--- config.mk ---
export PLATFORM = sky130hd
export DESIGN_NAME = pid_pwm_controller
export DESIGN_NICKNAME = d
export VERILOG_FILES = /design/src/hw/rtl/ppc_pkg.sv /design/src/hw/rtl/ppc_sequencer.sv /design/src/hw/rtl/pid_pwm_controller.sv
export SDC_FILE = /design/constraint.sdc
export NUM_CORES = 2
export LEC_CHECK = 0
export ABC_AREA = 1
export ABC_CLOCK_PERIOD_IN_PS = 8600
export BUFFER_PORTS_ARGS = -buffer_cell sky130_fd_sc_hd__buf_4
export CAP_MARGIN = 15
export CORE_MARGIN = 8
export CORE_UTILIZATION = 36
export CTS_BUF_LIST = sky130_fd_sc_hd__clkbuf_4 sky130_fd_sc_hd__clkbuf_8
export DETAILED_ROUTE_END_ITERATION = 12
export PLACE_DENSITY = 0.6
export SKIP_LAST_GASP = 1
export SLEW_MARGIN = 25
export SYNTH_ARGS = -nofsm -noshare
export SYNTH_HDL_FRONTEND = slang
export SYNTH_SLANG_ARGS = --single-unit
--- constraint.sdc ---
create_clock -name clk -period 8.6 [get_ports clk]
set_input_delay 0.43 -clock clk [delete_from_list [all_inputs] [get_ports clk]]
set_output_delay 0.43 -clock clk [all_outputs]
set_load 0.05 [all_outputs]
--- src/hw/rtl/ppc_pkg.sv ---
package ppc_pkg;

	// Field and register widths.
	localparam int SAMPLE_W  = 10;
	localparam int REG_W     = 16;
	localparam int LIM_W     = 10;
	localparam int GAIN_FRAC = 8;

	// Derived arithmetic widths.
	localparam int ERR_W    = SAMPLE_W + 1;
	localparam int DE_W     = SAMPLE_W + 2;
	localparam int INTEG_W  = LIM_W + 16;
	localparam int MULA_W   = REG_W + DE_W + 1;
	localparam int MULB_W   = REG_W + 1;
	localparam int PROD_W   = MULA_W + MULB_W;
	localparam int ACC_W    = PROD_W + 1;
	localparam int SUM_W    = ACC_W + 17;
	localparam int SUM_FRAC = GAIN_FRAC + 16;
	localparam int QUOT_W   = SUM_W - 1 - SUM_FRAC;

	// Microcode program size.
	localparam int STEP_W = 3;

	// Register reset values.
	localparam logic [REG_W-1:0] GAIN_P_RST   = 16'd7680;
	localparam logic [REG_W-1:0] GAIN_I_RST   = 16'd5120;
	localparam logic [REG_W-1:0] GAIN_D_RST   = 16'd384;
	localparam logic [REG_W-1:0] STEP_RST     = 16'd655;
	localparam logic [REG_W-1:0] INV_STEP_RST = 16'd100;
	localparam logic [LIM_W-1:0] INT_LIM_RST  = 10'd100;
	localparam logic [REG_W-1:0] PWM_MAX_RST  = 16'd4175;
	localparam logic [LIM_W-1:0] CUTOFF_RST   = 10'd10;

	typedef enum logic [2:0] {
		REG_GAIN_P,
		REG_GAIN_I,
		REG_GAIN_D,
		REG_STEP_TIME,
		REG_INV_STEP_TIME,
		REG_INT_LIMIT,
		REG_PWM_MAX,
		REG_CUTOFF
	} reg_idx_t;

	typedef enum logic [1:0] {
		MA_ERR,
		MA_DE,
		MA_INTEG,
		MA_PROD
	} mula_sel_t;

	typedef enum logic [2:0] {
		MB_STEP,
		MB_GP,
		MB_GI,
		MB_GD,
		MB_INV
	} mulb_sel_t;

	typedef enum logic [1:0] {
		ACC_HOLD,
		ACC_LOAD,
		ACC_ADD
	} acc_op_t;

	typedef enum logic [1:0] {
		NXT_INC,
		NXT_WAIT_IN,
		NXT_WAIT_OUT
	} nxt_t;

	typedef struct packed {
		logic              accept;
		mula_sel_t         mul_a;
		mulb_sel_t         mul_b;
		logic              prod_en;
		logic              integ_upd;
		acc_op_t           acc_op;
		logic              sum_load;
		logic              out_load;
		nxt_t              nxt;
		logic [STEP_W-1:0] target;
	} ctrl_t;

	typedef struct packed {
		logic in_valid;
		logic out_free;
	} seq_status_t;

	typedef struct packed {
		logic [SAMPLE_W-1:0] target;
		logic [SAMPLE_W-1:0] measured;
	} in_item_t;

	typedef struct packed {
		logic [REG_W-1:0] duty_sat;
		logic [REG_W-1:0] duty_applied;
		logic [REG_W-1:0] compare_value;
	} out_item_t;

	// Control store: one word per step of the tick program.
	function automatic ctrl_t ucode(input logic [STEP_W-1:0] step);
		ctrl_t c;
		c = '0;
		c.mul_a  = MA_ERR;
		c.mul_b  = MB_STEP;
		c.acc_op = ACC_HOLD;
		c.nxt    = NXT_INC;
		unique case (step)
			3'd0: begin
				c.accept = 1'b1;
				c.nxt    = NXT_WAIT_IN;
			end
			3'd1: begin
				c.mul_a   = MA_ERR;
				c.mul_b   = MB_STEP;
				c.prod_en = 1'b1;
			end
			3'd2: begin
				c.integ_upd = 1'b1;
				c.mul_a     = MA_ERR;
				c.mul_b     = MB_GP;
				c.prod_en   = 1'b1;
			end
			3'd3: begin
				c.acc_op  = ACC_LOAD;
				c.mul_a   = MA_DE;
				c.mul_b   = MB_GD;
				c.prod_en = 1'b1;
			end
			3'd4: begin
				c.mul_a   = MA_PROD;
				c.mul_b   = MB_INV;
				c.prod_en = 1'b1;
			end
			3'd5: begin
				c.acc_op  = ACC_ADD;
				c.mul_a   = MA_INTEG;
				c.mul_b   = MB_GI;
				c.prod_en = 1'b1;
			end
			3'd6: begin
				c.sum_load = 1'b1;
			end
			3'd7: begin
				c.out_load = 1'b1;
				c.nxt      = NXT_WAIT_OUT;
				c.target   = '0;
			end
			default: begin
				c.nxt = NXT_INC;
			end
		endcase
		return c;
	endfunction

endpackage

--- src/hw/rtl/ppc_sequencer.sv ---
module ppc_sequencer (
	input  logic                clk,
	input  logic                arst_n,
	input  ppc_pkg::seq_status_t status,
	output ppc_pkg::ctrl_t      ctrl
);

	logic [ppc_pkg::STEP_W-1:0] step_q;
	logic [ppc_pkg::STEP_W-1:0] step_next;

	assign ctrl = ppc_pkg::ucode(step_q);

	// A waiting step holds the counter until its condition is met.
	always_comb begin
		step_next = step_q;
		unique case (ctrl.nxt)
			ppc_pkg::NXT_INC: step_next = step_q + 1'b1;
			ppc_pkg::NXT_WAIT_IN: begin
				if (status.in_valid) begin
					step_next = step_q + 1'b1;
				end
			end
			ppc_pkg::NXT_WAIT_OUT: begin
				if (status.out_free) begin
					step_next = ctrl.target;
				end
			end
			default: step_next = step_q;
		endcase
	end

	always_ff @(posedge clk or negedge arst_n) begin
		if (!arst_n) begin
			step_q <= '0;
		end else begin
			step_q <= step_next;
		end
	end

endmodule

--- src/hw/rtl/pid_pwm_controller.sv ---
// Channel   Direction  Handshake              Contents
// in        input      in_valid / in_ready    target and measured samples
// out       output     out_valid / out_ready  duty_sat, duty_applied, compare_value
// cfg       input      cfg_we, cfg_idx        cfg_data written to register cfg_idx
//
// Each item runs through an eight-step microcode program, and a new item is taken only
// once the last has run to its end; the shared 29 by 17 bit multiplier is busy on five
// steps. Reset clears the integrator, the previous error, the step counter
// and the output valid flag, and loads every configuration register with its documented
// value. A result waits in the output register; if it has not been taken when the next
// one is ready, the program holds on its last step until the output is free.
module pid_pwm_controller (
	input  logic                        clk,
	input  logic                        arst_n,
	input  logic                        in_valid,
	output logic                        in_ready,
	input  ppc_pkg::in_item_t           in_data,
	output logic                        out_valid,
	input  logic                        out_ready,
	output ppc_pkg::out_item_t          out_data,
	input  logic                        cfg_we,
	input  logic [2:0]                  cfg_idx,
	input  logic [ppc_pkg::REG_W-1:0]   cfg_data
);

	// Configuration registers.
	logic [ppc_pkg::REG_W-1:0] gain_p_q;
	logic [ppc_pkg::REG_W-1:0] gain_i_q;
	logic [ppc_pkg::REG_W-1:0] gain_d_q;
	logic [ppc_pkg::REG_W-1:0] step_time_q;
	logic [ppc_pkg::REG_W-1:0] inv_step_q;
	logic [ppc_pkg::LIM_W-1:0] int_limit_q;
	logic [ppc_pkg::REG_W-1:0] pwm_max_q;
	logic [ppc_pkg::LIM_W-1:0] cutoff_q;

	// Controller state and per-item working registers.
	logic [ppc_pkg::INTEG_W-1:0]       integ_q;
	logic signed [ppc_pkg::ERR_W-1:0]  prev_err_q;
	logic [ppc_pkg::SAMPLE_W-1:0]      tgt_q;
	logic signed [ppc_pkg::ERR_W-1:0]  err_q;
	logic signed [ppc_pkg::DE_W-1:0]   de_q;
	logic signed [ppc_pkg::PROD_W-1:0] prod_q;
	logic signed [ppc_pkg::ACC_W-1:0]  acc_q;
	logic signed [ppc_pkg::SUM_W-1:0]  sum_q;
	ppc_pkg::out_item_t                out_q;
	logic                              out_valid_q;

	ppc_pkg::ctrl_t       ctrl;
	ppc_pkg::seq_status_t status;
	logic                 in_fire;
	logic                 out_free;
	logic                 out_fire;

	// The sequencer owns the step counter and the control store.
	ppc_sequencer u_seq (
		.clk    (clk),
		.arst_n (arst_n),
		.status (status),
		.ctrl   (ctrl)
	);

	assign in_ready        = ctrl.accept;
	assign in_fire         = in_valid && in_ready;
	assign out_free        = !out_valid_q || out_ready;
	assign out_fire        = ctrl.out_load && out_free;
	assign status.in_valid = in_valid;
	assign status.out_free = out_free;

	// Configuration writes; narrow registers keep only their low bits.
	always_ff @(posedge clk or negedge arst_n) begin
		if (!arst_n) begin
			gain_p_q    <= ppc_pkg::GAIN_P_RST;
			gain_i_q    <= ppc_pkg::GAIN_I_RST;
			gain_d_q    <= ppc_pkg::GAIN_D_RST;
			step_time_q <= ppc_pkg::STEP_RST;
			inv_step_q  <= ppc_pkg::INV_STEP_RST;
			int_limit_q <= ppc_pkg::INT_LIM_RST;
			pwm_max_q   <= ppc_pkg::PWM_MAX_RST;
			cutoff_q    <= ppc_pkg::CUTOFF_RST;
		end else if (cfg_we) begin
			case (cfg_idx)
				ppc_pkg::REG_GAIN_P:        gain_p_q    <= cfg_data;
				ppc_pkg::REG_GAIN_I:        gain_i_q    <= cfg_data;
				ppc_pkg::REG_GAIN_D:        gain_d_q    <= cfg_data;
				ppc_pkg::REG_STEP_TIME:     step_time_q <= cfg_data;
				ppc_pkg::REG_INV_STEP_TIME: inv_step_q  <= cfg_data;
				ppc_pkg::REG_INT_LIMIT:     int_limit_q <= cfg_data[ppc_pkg::LIM_W-1:0];
				ppc_pkg::REG_PWM_MAX:       pwm_max_q   <= cfg_data;
				ppc_pkg::REG_CUTOFF:        cutoff_q    <= cfg_data[ppc_pkg::LIM_W-1:0];
				default:                    gain_p_q    <= gain_p_q;
			endcase
		end
	end

	// Error and error change are formed as the item is taken.
	logic signed [ppc_pkg::ERR_W-1:0] err_next;
	logic signed [ppc_pkg::DE_W-1:0]  de_next;

	assign err_next = signed'(ppc_pkg::ERR_W'(in_data.target))
		- signed'(ppc_pkg::ERR_W'(in_data.measured));
	assign de_next  = ppc_pkg::DE_W'(err_next) - ppc_pkg::DE_W'(prev_err_q);

	always_ff @(posedge clk) begin
		if (in_fire) begin
			tgt_q <= in_data.target;
			err_q <= err_next;
			de_q  <= de_next;
		end
	end

	always_ff @(posedge clk or negedge arst_n) begin
		if (!arst_n) begin
			prev_err_q <= '0;
		end else if (in_fire) begin
			prev_err_q <= err_next;
		end
	end

	// The shared multiplier. Unsigned operands are zero-extended by one bit so
	// that a single signed multiply covers every product of the tick.
	logic signed [ppc_pkg::MULA_W-1:0] mul_a;
	logic signed [ppc_pkg::MULB_W-1:0] mul_b;
	logic signed [ppc_pkg::PROD_W-1:0] product;

	always_comb begin
		case (ctrl.mul_a)
			ppc_pkg::MA_ERR:   mul_a = ppc_pkg::MULA_W'(err_q);
			ppc_pkg::MA_DE:    mul_a = ppc_pkg::MULA_W'(de_q);
			ppc_pkg::MA_INTEG: mul_a = signed'(ppc_pkg::MULA_W'(integ_q));
			ppc_pkg::MA_PROD:  mul_a = prod_q[ppc_pkg::MULA_W-1:0];
			default:           mul_a = '0;
		endcase
		case (ctrl.mul_b)
			ppc_pkg::MB_STEP: mul_b = signed'({1'b0, step_time_q});
			ppc_pkg::MB_GP:   mul_b = signed'({1'b0, gain_p_q});
			ppc_pkg::MB_GI:   mul_b = signed'({1'b0, gain_i_q});
			ppc_pkg::MB_GD:   mul_b = signed'({1'b0, gain_d_q});
			ppc_pkg::MB_INV:  mul_b = signed'({1'b0, inv_step_q});
			default:          mul_b = '0;
		endcase
	end

	assign product = mul_a * mul_b;

	always_ff @(posedge clk) begin
		if (ctrl.prod_en) begin
			prod_q <= product;
		end
	end

	// Integrator: add error times dt, then clamp to zero and the limit in Q.16.
	logic signed [ppc_pkg::ACC_W-1:0] integ_sum;
	logic signed [ppc_pkg::ACC_W-1:0] integ_top;
	logic [ppc_pkg::INTEG_W-1:0]      integ_new;

	assign integ_sum = signed'(ppc_pkg::ACC_W'(integ_q)) + ppc_pkg::ACC_W'(prod_q);
	assign integ_top = signed'(ppc_pkg::ACC_W'({int_limit_q, 16'h0000}));

	always_comb begin
		if (integ_sum[ppc_pkg::ACC_W-1]) begin
			integ_new = '0;
		end else if (integ_sum > integ_top) begin
			integ_new = integ_top[ppc_pkg::INTEG_W-1:0];
		end else begin
			integ_new = integ_sum[ppc_pkg::INTEG_W-1:0];
		end
	end

	always_ff @(posedge clk or negedge arst_n) begin
		if (!arst_n) begin
			integ_q <= '0;
		end else if (ctrl.integ_upd) begin
			integ_q <= integ_new;
		end
	end

	// P and D are gathered in the accumulator; they carry 16 fewer fraction
	// bits than the I term, so they are shifted up when the sum is formed.
	always_ff @(posedge clk) begin
		case (ctrl.acc_op)
			ppc_pkg::ACC_LOAD: acc_q <= ppc_pkg::ACC_W'(prod_q);
			ppc_pkg::ACC_ADD:  acc_q <= acc_q + ppc_pkg::ACC_W'(prod_q);
			default:           acc_q <= acc_q;
		endcase
		if (ctrl.sum_load) begin
			sum_q <= (ppc_pkg::SUM_W'(acc_q) <<< 16) + ppc_pkg::SUM_W'(prod_q);
		end
	end

	// Truncate toward zero and saturate: anything at or below zero gives zero.
	logic                         sum_pos;
	logic [ppc_pkg::QUOT_W-1:0]   quot;
	logic [ppc_pkg::REG_W-1:0]    duty;
	logic [ppc_pkg::REG_W-1:0]    applied;
	ppc_pkg::out_item_t           out_next;

	assign sum_pos = !sum_q[ppc_pkg::SUM_W-1] && (sum_q != '0);
	assign quot    = sum_q[ppc_pkg::SUM_W-2:ppc_pkg::SUM_FRAC];

	always_comb begin
		if (!sum_pos) begin
			duty = '0;
		end else if (quot > ppc_pkg::QUOT_W'(pwm_max_q)) begin
			duty = pwm_max_q;
		end else begin
			duty = quot[ppc_pkg::REG_W-1:0];
		end
	end

	assign applied                = (tgt_q < cutoff_q) ? '0 : duty;
	assign out_next.duty_sat      = duty;
	assign out_next.duty_applied  = applied;
	assign out_next.compare_value = pwm_max_q - applied + 16'd1;

	// Output register: holds a result until the consumer takes it.
	always_ff @(posedge clk) begin
		if (out_fire) begin
			out_q <= out_next;
		end
	end

	always_ff @(posedge clk or negedge arst_n) begin
		if (!arst_n) begin
			out_valid_q <= 1'b0;
		end else if (out_fire) begin
			out_valid_q <= 1'b1;
		end else if (out_ready) begin
			out_valid_q <= 1'b0;
		end
	end

	assign out_valid = out_valid_q;
	assign out_data  = out_q;

	// Once an item is taken the program moves on, so no second item follows
	// in the next cycle.
	a_no_back_to_back: assert property (@(posedge clk) disable iff (!arst_n)
		in_fire |=> !in_ready)
		else $error("input taken on two consecutive cycles");

	// The cutoff only ever lowers the duty.
	a_applied_le_sat: assert property (@(posedge clk) disable iff (!arst_n)
		out_valid_q |-> (out_q.duty_applied <= out_q.duty_sat))
		else $error("applied duty above saturated duty");

	// The compare word follows from the applied duty and the period.
	a_compare: assert property (@(posedge clk) disable iff (!arst_n)
		out_valid_q |-> (out_q.compare_value == pwm_max_q - out_q.duty_applied + 16'd1))
		else $error("compare word inconsistent with applied duty");

	// A new result is only loaded on the last program step, never while the
	// program is waiting for an item.
	a_load_step: assert property (@(posedge clk) disable iff (!arst_n)
		$rose(out_valid_q) |-> $past(ctrl.out_load) && !$past(in_ready))
		else $error("result loaded outside the output step");

endmodule

==> impl_metrics.csv <==
group,metric,value,unit
cells_and_area,regArea,11100,sq um
global_route,grt_pass1_vias,36900,
global_route,grt_pass1_wl,208,mm
synthesis,yosys_warnings,0,
global_route,grt_usage,20.2,%
sta,fmax,122,MHz
sta,setup_violations,0,
critical_path,startpoint_type,"flop",
flow_run,maxCapViolations,0,
floorplan,die_area,130000,sq um
synthesis,ys_top_cells_by_area,"fa_1 (21%), edfxtp_1 (17%), nand2_1 (10%), ha_1 (9.4%), inv_1 (9.1%)",
floorplan,core_region_area,118000,sq um
routing,avgViaCountPerCell,5.07,
floorplan,initial_core_util,36.2,%
cells_and_area,syn_to_final_growth,11.0,%
floorplan,io-pin-count,94,
synthesis,synthArstFlopShare,39.7,%
sta,finalCritPeriodShare,95.2,%
place,numPortBuffers,93,
place,hpwl,108,mm
cts,clockRootBuffer,"clkbuf_8",
synthesis,yosysMostFrequentCell,"nand2_1",
synthesis,synthCells,5270,
synthesis,yosysUniqueCellTypes,59,
critical_path,critPathRequiredTime,8.99,ns
critical_path,path_class,"reg2reg",
critical_path,cp-end-kind,"flop",
cts,clk_pin_slew,0.07,ns
critical_path,cpMaxStageDelayCell,"fa_1",
floorplan,die_x,360,um
place,place.gp.congestion,0.968,
routing,drtAntennaViolNets,0,
critical_path,crit_top_cell,"fa_1",
global_route,grt_max_degree,84,
floorplan,die_y,360,um
routing,avgRoutedWirePerCell,19.0,um
status,outcome,"complete, no violations",
sta,fin_skew,0.0296,ns
cts,cts.path.max_buffers,3,
routing,routed_wl,133,mm
synthesis,seq_area_frac_synth,26.1,%
cts,cts-buffers-inserted,67,
synthesis,yosysTopAreaCell,"fa_1",
cells_and_area,layout-drive-gt1-share,7.86,%
synthesis,ys.flop_type,"edfxtp_1",
synthesis,ys_ff_latch,395,
global_route,antenna_found_initial,2,
cells_and_area,multi_input_area,27200,sq um
synthesis,syn_avg_cell_area,8.09,sq um
sta,setup-tns-final,0,ns
critical_path,slowest_delay,0.56,ns
sta,maxSlewViolCount,0,
synthesis,syn_nets,6088,
cts,clock-sinks,395,
routing,drt_iter0_markers,2651,
sta,worst_pin_slew,1.02,ns
sta,hold_violations,0,
routing,vias,35600,
cells_and_area,final_core_utilization,40.2,%
cts,insertion_delay,0.66,ns
synthesis,synth_top_cell_area_share,21.3,%
hold_path,hold_class,"in2reg",
routing,post-route-drc-count,0,
cells_and_area,fillCellCount,12000,
sta,slew_headroom,31.9,%
synthesis,syn_area,42600,sq um
routing,first_pass_iters,8,
cts,htree_num_levels,3,
cts,cts_tree,"yes",
sta,rsz0062_at_grt,"no",
synthesis,synth_common_cells,"nand2_1 (1155), inv_1 (1032), nor2_1 (518)",
critical_path,worstPathArrival,8.58,ns
synthesis,synth_enable_flop_cells,238,
cells_and_area,nets,6248,
sta,fin_crit,8.19,ns
global_route,gr-total-overflow,0,
critical_path,path_max_fanout,16,
floorplan,rows,126,
## final timing paths
kind,startpoint,endpoint,slack (ns),depth (start not counted)
hold reg to reg,gain_i_q[0],gain_i_q[0],0.49,2
setup reg to reg,u_seq.step_q[0],prod_q[42],0.41,32
min in group asynchronous,arst_n,cutoff_q[9],0.42,2
setup / recovery,u_seq.step_q[0],prod_q[42],0.41,32
max in group asynchronous,arst_n,pwm_max_q[14],7.05,3
hold / removal,cfg_data[13],gain_i_q[13],0.13,3
## flip-flops by register name (all words and copies together), names as in the netlist, 11 cells and up
| name | flops |
|---|---|
| err_q | 11 |
| pwm_max_q | 16 |
| step_time_q | 16 |
| prev_err_q | 11 |
| gain_i_q | 16 |
| gain_d_q | 16 |
| sum_q | 64 |
| gain_p_q | 16 |
| out_data | 48 |
| inv_step_q | 16 |
| acc_q | 47 |
| integ_q | 26 |
| prod_q | 46 |
| de_q | 12 |
## cells by family after synthesis
family | Yosys count | synth area share [%]
flip-flops | 395 | 26.1
buffers and inverters | 1169 | 10.4
adder cells (fa/ha/maj) | 774 | 30.7
XOR/XNOR | 180 | 3.73
AO/OA/AOI/OAI | 770 | 10.1
AND/OR/NAND/NOR | 1982 | 19.0
## layout by cell type (no fill, tap or decap), drive strengths merged, types with 9 or more instances in the layout
cell type	count
nand2	1177
inv	1052
nor2	543
fa	453
o21ai	352
ha	321
a21oi	253
edfxtp	238
buf	173
dfrtp	129
nand3	116
xor2	98
clkbuf	90
xnor2	81
nand4	56
a31oi	35
nor3	32
clkinv	29
dfstp	28
o21a	23
nor4	22
dlygate4sd3	22
a22o	16
o211ai	12
a221oi	11
a21o	11
or2	11
clkinvlp	10
nand3b	10
and3	9
## layout make-up
type / count / share of cell area (%)
multi-input combinational: 3706 / 57.4
sequential: 395 / 23.5
clock buffer: 90 / 2.43
antenna: 1 / 0.00529
tap: 1536 / 4.06
timing repair buffer: 195 / 3.36
inverter: 1065 / 8.50
clock inverter: 32 / 0.722
## through the flow
step                instance area (sq um)  worst slack [ns]  hold WS (ns)  cells
finish                              47300             0.415         0.130   7020
CTS                                 47200            0.0790        0.0821   7015
global route                        47300            0.0314         0.139   7020
detailed placement                  45500             0.111         0.473   6871
global placement                    45500             0.206         0.467   6871
floorplan                           42600             0.361         0.134   5270
## layer usage
layer / wire length (um) / vias up / track usage (%)
met5: 0 / - / 0
met4: 5100 / 0 / 7.06
met3: 8120 / 277 / 2.32
met2: 62800 / 1167 / 34.8
met1: 57300 / 17200 / 26.3
li1: - / 16900 / -
## critical path: cells and delay by family, from the launching register on
kind,cells,cell delay [ns]
adder cells (fa/ha/maj),9,4.00
AND/OR/NAND/NOR,8,1.36
buffers and inverters,8,1.01
AO/OA/AOI/OAI,6,0.95
flip-flops,1,0.42
XOR/XNOR,1,0.17
## timing repair
action                                 in CTS  in global routing
endpoints found under the hold margin      93                  0
buffers inserted                            0                  4
hold buffers                               22                  0
gates resized for setup                     0                 23
setup endpoints to repair                   0                 18
Power is not shown: default switching activity piles up to over one toggle a cycle in this logic, so the estimate is an artifact.
